===== src/hdl/row_kth_smallest_select_unit_assert.svh =====
// assertion macros for the row k-th smallest select unit
`ifndef ROW_KTH_SMALLEST_SELECT_UNIT_ASSERT_SVH
`define ROW_KTH_SMALLEST_SELECT_UNIT_ASSERT_SVH

// same-cycle implication
`define RKSS_ASSERT_NOW(label, clk, rst_n, ante, cons) \
    label: assert property (@(posedge clk) disable iff (!rst_n) (ante) |-> (cons)) \
        else $error("rkss assertion failed");

// next-cycle implication
`define RKSS_ASSERT_NEXT(label, clk, rst_n, ante, cons) \
    label: assert property (@(posedge clk) disable iff (!rst_n) (ante) |=> (cons)) \
        else $error("rkss assertion failed");

`endif


===== src/hdl/rkss_pkg.sv =====
// package with shared types, constants and the ordering key function
`default_nettype none

package rkss_pkg;

    localparam int VAL_W      = 64;
    localparam int IDX_W      = 12;
    localparam int K_W        = 7;
    localparam int STATUS_W   = 2;
    localparam int CFG_IDX_W  = 1;
    localparam int CFG_DATA_W = 7;

    localparam logic [CFG_IDX_W-1:0] CFG_K_RANK       = 1'b0;
    localparam logic [CFG_IDX_W-1:0] CFG_VALUE_FORMAT = 1'b1;

    localparam logic [STATUS_W-1:0] ST_OK    = 2'd0;
    localparam logic [STATUS_W-1:0] ST_SHORT = 2'd1;
    localparam logic [STATUS_W-1:0] ST_LONG  = 2'd2;

    localparam logic [VAL_W-1:0] SIGN_BIT = 64'h8000_0000_0000_0000;

    typedef struct packed {
        logic               valid;
        logic               carry;
        logic               shifting;
        logic               fmt;
        logic               last;
        logic               over;
        logic [K_W-1:0]     sel;
        logic [VAL_W-1:0]   value;
        logic [IDX_W-1:0]   index;
        logic               ans_valid;
        logic [VAL_W-1:0]   ans_value;
        logic [IDX_W-1:0]   ans_index;
    } t_token;

    function automatic logic [VAL_W-1:0] order_key(input logic [VAL_W-1:0] v,
                                                    input logic fmt);
        logic [VAL_W-1:0] key;
        if (!fmt) begin
            key = v ^ SIGN_BIT;
        end else if ((&v[62:52]) && (|v[51:0])) begin
            key = '1;
        end else if (v[62:0] == '0) begin
            key = SIGN_BIT;
        end else if (v[63]) begin
            key = ~v;
        end else begin
            key = v | SIGN_BIT;
        end
        return key;
    endfunction

endpackage

`default_nettype wire


===== src/hdl/rkss_cell.sv =====
// one insertion cell: holds one kept element and passes the token on
`default_nettype none

module rkss_cell import rkss_pkg::*; #(
    parameter int CELL_IDX = 0
) (
    input  wire logic   i_clk,
    input  wire logic   i_rst_n,
    input  wire logic   i_adv,
    input  wire t_token i_tok,
    output t_token      o_tok
);

    localparam bit             SELECTABLE = (CELL_IDX < (1 << K_W));
    localparam logic [K_W-1:0] CELL_SEL   = K_W'(CELL_IDX);

    logic             r_valid;
    logic             n_valid;
    logic [VAL_W-1:0] r_value;
    logic [VAL_W-1:0] n_value;
    logic [IDX_W-1:0] r_index;
    logic [IDX_W-1:0] n_index;
    t_token           r_tok;
    t_token           n_tok;
    logic             held_gt;

    assign held_gt = order_key(r_value, i_tok.fmt) > order_key(i_tok.value, i_tok.fmt);

    always_comb begin
        n_tok   = i_tok;
        n_valid = r_valid;
        n_value = r_value;
        n_index = r_index;
        if (i_tok.valid) begin
            if (i_tok.carry) begin
                if (!r_valid) begin
                    n_valid     = 1'b1;
                    n_value     = i_tok.value;
                    n_index     = i_tok.index;
                    n_tok.carry = 1'b0;
                end else if (i_tok.shifting || held_gt) begin
                    n_value        = i_tok.value;
                    n_index        = i_tok.index;
                    n_tok.value    = r_value;
                    n_tok.index    = r_index;
                    n_tok.shifting = 1'b1;
                end
            end
            if (SELECTABLE && i_tok.last && (i_tok.sel == CELL_SEL)) begin
                n_tok.ans_valid = n_valid;
                n_tok.ans_value = n_value;
                n_tok.ans_index = n_index;
            end
            // end of row empties the cell for the next row
            if (i_tok.last) begin
                n_valid = 1'b0;
            end
        end
    end

    always_ff @(posedge i_clk) begin
        if (!i_rst_n) begin
            r_valid <= 1'b0;
            r_tok   <= '0;
        end else if (i_adv) begin
            r_valid <= n_valid;
            r_tok   <= n_tok;
        end
    end

    always_ff @(posedge i_clk) begin
        if (i_adv) begin
            r_value <= n_value;
            r_index <= n_index;
        end
    end

    assign o_tok = r_tok;

endmodule

`default_nettype wire


===== config.mk =====
export PLATFORM = sky130hd
export DESIGN_NAME = rkss_cell
export DESIGN_NICKNAME = d
export VERILOG_FILES = /design/src/hdl/row_kth_smallest_select_unit_assert.svh /design/src/hdl/rkss_pkg.sv /design/src/hdl/rkss_cell.sv
export SDC_FILE = /design/constraint.sdc
export NUM_CORES = 1
export LEC_CHECK = 0
export CELL_PAD_IN_SITES_DETAIL_PLACEMENT = 0
export CELL_PAD_IN_SITES_GLOBAL_PLACEMENT = 2
export CORE_MARGIN = 2
export CORE_UTILIZATION = 42
export DETAILED_ROUTE_END_ITERATION = 6
export DONT_BUFFER_PORTS = 1
export PLACE_DENSITY_LB_ADDON = 0.1
export SLEW_MARGIN = 10
export SYNTH_ARGS = -nofsm -noshare
export SYNTH_HDL_FRONTEND = slang
export SYNTH_SLANG_ARGS = --single-unit

===== constraint.sdc =====
create_clock -name i_clk -period 7.9 [get_ports i_clk]
set_input_delay 1.58 -clock i_clk [delete_from_list [all_inputs] [get_ports i_clk]]
set_output_delay 1.58 -clock i_clk [all_outputs]
set_load 0.02 [all_outputs]

* Word-level counts from Yosys, hierarchy flattened
Index checks and enable logic that the tools add are counted.
** Storage, ports and cells
- Output and inout port bits :: 166
- Register bits after elaboration :: 243
- Input bits :: 169
- Word-level logic and storage cells :: 58
** Cells by class
- Reductions and logical operators :: 12
- Bitwise logic cells :: 4
- Mux-type cells :: 26
- Order comparisons :: 1
** Operators by type and width (number)
- 64-bit 2-to-1 mux :: 11
- 76-bit 2-to-1 mux :: 3
- 153-bit 2-to-1 mux :: 1
- 64-bit inverter :: 2
- 63-bit zero test :: 2
- 52-bit OR reduction :: 2
- 77-bit 2-to-1 mux :: 1
- 64-bit > comparator :: 1
- 12-bit 2-to-1 mux :: 3
- 11-bit AND reduction :: 2
- 7-bit zero test :: 1
- 1-bit 2-to-1 mux :: 5
- 2-bit 2-to-1 mux :: 2
- 1-bit logical AND :: 3
- 1-bit inverter :: 2
- 2-bit AND reduction :: 1
- 1-bit logical OR :: 1

* Depth between registers and ports, before layout
- Word-level depth :: 12
- Depth in mapped cells :: 21
- Gate-level depth less buffers :: 17

* Worst setup path after synthesis
Ideal clock, no wire load.
- Path type :: in2reg
- Start :: input i_adv
- End :: register r_valid
- Path slack :: 1.989 ns
- Buffers on the path :: 1
- Stages on the path :: 5
- Data required time :: 7.799 ns
- Arrival time :: 5.810 ns
- Cell sequence :: buf_1 -> inv_2 -> nor2_1 -> a21oi_1 -> a211oi_1
** Between the ends
- Word-level cells in the longest chain between the ends :: 1
** Ends and longest elaborated chain
- start: declaration :: line rkss_cell.sv:9 : input wire logic i_adv,
- 2-bit AND reduction (no line)
- end signal: assignment :: line rkss_cell.sv:66 : r_valid <= n_valid;
- end: declaration :: line rkss_cell.sv:17 : logic r_valid;
Every way passes these cells.
A chain may end at the register's enable or synchronous reset.

* Final worst setup path
- Start :: input i_tok[95] in the netlist's numbering
- End :: register r_tok, in the netlist o_tok[12]
** Between the ends
- Word-level cells in the longest chain between the ends :: 12
- Elaborated cells between the ends (all ways) :: 15
** Ends and longest elaborated chain
- start: declaration :: line rkss_cell.sv:10 : input wire t_token i_tok,
- branches (longest 4 deep; another with 64-bit 2-to-1 mux)
- 64-bit 2-to-1 mux (*) :: line rkss_pkg.sv:40 : if (!fmt) begin
- 64-bit > comparator (*) :: line rkss_cell.sv:27 : assign held_gt = order_key(r_value, i_tok.fmt) > order_key(i_tok.value, i_tok.fmt);
- 1-bit logical OR (*) :: line rkss_cell.sv:41 : end else if (i_tok.shifting || held_gt) begin
- 64-bit 2-to-1 mux (*) :: line rkss_cell.sv:41
- 64-bit 2-to-1 mux (*) :: line rkss_cell.sv:36 : if (!r_valid) begin
- 64-bit 2-to-1 mux (*) :: line rkss_cell.sv:35 : if (i_tok.carry) begin
- 77-bit 2-to-1 mux (*) :: line rkss_cell.sv:49 : if (SELECTABLE && i_tok.last && (i_tok.sel == CELL_SEL)) begin
- 153-bit 2-to-1 mux (*) :: line rkss_cell.sv:34 : if (i_tok.valid) begin
- end signal: assignment :: line rkss_cell.sv:67 : r_tok <= n_tok;
- end: declaration :: line rkss_cell.sv:23 : t_token r_tok;
Every way passes the cells marked *.

==> flow_summary.yaml <==
worst_hold_path:
  whs_path_depth: 2
  hold_path_end: "r_valid$_SDFFE_PN0P_"
  hold_class: "flop to flop"
  hp-start: "r_valid$_SDFFE_PN0P_"
cts:
  cts_tree: "done"
  clock-sinks: 243
  ctsHoldBuffers: 0
  clk_pin_slew_ns: 0.06
  root_buffer: "clkbuf_16"
  clk_path_buf_depth: 3
  cts_resized: 0
  clk_latency_ns: 0.56
  cts_setup_buffers: 0
  cts_buffers: 28
  htreeDepth: 1
floorplanning:
  dieArea_um2: 36380
  die_w_um: 190.7
  core_area_um2: 34460
  row_count: 68
  start_util: 0.4250
  ios: 335
  fp.dieH_um: 190.7
grt:
  antenna_found_initial: 2
  grt_pass1_wl_mm: 71.93
  grt_pass1_vias: 11760
  grt_overflow: 0
  track_usage: 0.2496
  grt_max_degree: 329
final_layout:
  register_area_um2: 5625
  area_delta_synth_final_pct: 7.373
  fill_cells: 3339
  multiInputGateArea_um2: 8248
  final_net_count: 1694
  layout_common_cells: "o21ai_0, dfxtp_1, nand3_1, a21oi_1, mux2i_1"
  final_common_cell: "o21ai_0"
  drive_gt1_frac: 0.09508
route:
  firstDrtPassIters: 6
  drt_iter0_drc: 1047
  wl_per_cell_um: 24.28
  drc: 0
  viasPerCell: 6.304
  drt_wl_total_mm: 47.11
  vias: 12230
  postRouteAntennaNets: 0
logic_synthesis:
  synth_top_family_by_area: "compound AO/OA/AOI/OAI gates"
  syn-instance-count: 1573
  yosys-top-cells-area: "dfxtp_1, edfxtp_1, o21ai_0"
  synth-compound-area-share: 0.2784
  ys_types: 44
  yosys.area_share.adder: 0.05468
  yosys.area.top_type: "dfxtp_1"
  synth_top_area_share: 0.2283
  post_synth_xor_area_fraction: 0
  yosys.area_share.simple: 0.1026
  ys_seq_area_frac: 0.3841
  synth_nets: 1806
  syn_avg_cell_area_um2: 9.310
  synthMuxAreaShare: 0.1241
  synth_seq_cells: 243
  yosysWarnings: 0
  synth_area_um2: 14640
sta:
  fin_crit_sh: 0.8463
  period_needed_ns: 6.686
  slew_viol_final: 0
  setup_viol: 0
  hold_viol: 0
  skew_ns: 0.01088
  rsz0062_at_grt: "false"
  fmax_ghz: 0.1496
  finalSetupTns_ns: 0
  worstMarginPinSlew_ns: 1.124
  slew_headroom: 0.2492
  worst_slack_ns: 1.214
pwr:
  peakVddDrop_mv: 0.1596
  power.density_nw_per_um2: 207.1
  p_leak_nw: 6.782
place:
  portBuffers: 0
  preCtsSetupSlack_ns: 0.5839
  dp_hpwl_mm: 30.76
  place.gp.congestion: 0.7842
setup_path:
  worst-path-buf-inv: 2
  required_ns: 8.35
  crit_chain: "nor4_1 -> nand4_1 -> nor4_1 -> nand4_1 -> nand2_2 -> buf_4 -> o21ai_0 -> a22oi_1 -> ha_1 -> a21oi_1 -> nand2_1 -> a221o_1 -> a211o_1 -> a31oi_1 -> a21oi_2 -> o21ai_4 -> buf_4 -> mux2_2 -> a41o_1"
  crit_family: "simple AND/OR/NAND/NOR gates"
  critPathMaxFanout: 29
  critPathMaxStageDelay_ns: 0.67
  end_kind: "flop"
  r2r-end: "o_tok[12]$_SDFFE_PN0P_"
  arrival_ns: 7.13
  reg2regPathDepth: 19
  cp_slowest_cell: "nor4_1"
  start_kind: "input pin"
  rrSetupSlack_ns: 1.32
  regToRegStartpoint: "r_value[41]$_DFFE_PP_"
  worstSetupPathType: "input pin to flop"
status:
  status: "completed"
run:
  max-cap-violations: 0
-- metrics by stage --
stage	utilization	hold slack, ns	cell area (um^2)	power [mW]	std cells
after detailed placement	0.4280	0.5696	14750	1.923	1886
final	0.4563	0.5785	15720	3.257	1940
after CTS	0.4562	0.5767	15720	3.288	1938
after floorplan	-	0.5263	14640	1.870	1573
after global routing	0.4563	0.6121	15720	3.398	1940
after global placement	0.4280	0.5722	14750	1.920	1886
-- worst max path at each step --
stage | startpoint | endpoint | cells past startpoint
2_1_floorplan | i_adv | r_valid$_SDFFE_PN0P_ | 5
4_1_cts | i_tok[95] | o_tok[12]$_SDFFE_PN0P_ | 19
3_5_place_dp | i_tok[95] | o_tok[15]$_SDFFE_PN0P_ | 19
5_1_grt | i_tok[95] | o_tok[126]$_SDFFE_PN0P_ | 19
3_3_place_gp | i_tok[95] | o_tok[12]$_SDFFE_PN0P_ | 19
6_report | i_tok[95] | o_tok[12]$_SDFFE_PN0P_ | 19
-- cells in the mapped netlist (all sizes together) --
library cell    n
nand2b          3
a21oi         111
a21boi          1
a211o           1
a22o           63
a211oi          2
nand4          23
o21ai         304
nand2          29
a31oi           1
and2            1
dfxtp         167
mux2           64
buf            20
nand3         121
nor4           37
mux2i          87
a41o           64
nand3b         31
nor2b           1
a221oi         15
o211ai          2
edfxtp         76
ha             64
inv            35
nor3            6
o221ai          1
and3            2
or4             3
a21o            3
a22oi          75
nor2           19
a221o           1
clkbuf        140
-- tightest hold or removal path, cell delays in order (launching register included) --
cell	delay, ns
dfxtp_1	0.35
a21oi_1	0.13
a211oi_1	0.05
-- layer usage --
metal | GRT usage | up-vias | share of wire
met5 | 0 | - | 0
met4 | 0.05874 | 0 | 0.017
met3 | 0.06478 | 49 | 0.086
met2 | 0.3775 | 415 | 0.44
met1 | 0.3545 | 5874 | 0.46
li1 | - | 5891 | -
-- state kept, by name, summed over array words and instances (netlist names) --
name     flops
o_tok      166
r_valid      1
r_index     12
r_value     64
-- kinds of logic (layout without fill, tap and decap cells) --
group,after synthesis,count (layout)
flip-flops,243,243
AO/OA/AOI/OAI,644,644
other,0,2
adder cells (fa/ha/maj),64,64
buffers and inverters,195,105
AND/OR/NAND/NOR,276,276
multiplexers,151,151
-- where the power goes --
part / total, mW / leakage [nW] / switching, mW / internal (mW)
logic: 0.390 / 4.21 / 0.199 / 0.192
registers: 1.51 / 2.10 / 0.137 / 1.37
clock network: 1.36 / 0.480 / 0.542 / 0.815
-- layout make-up --
class	instances	area share
Antenna cell	2	0.0003183
Clock buffer	43	0.05737
Clock inverter	9	0.004456
Inverter	35	0.008355
Multi-Input combinational cell	1135	0.5245
Sequential cell	243	0.3578
Tap cell	455	0.03621
Timing Repair Buffer	18	0.01098
Note: power is estimated with default switching activity, not from simulation.
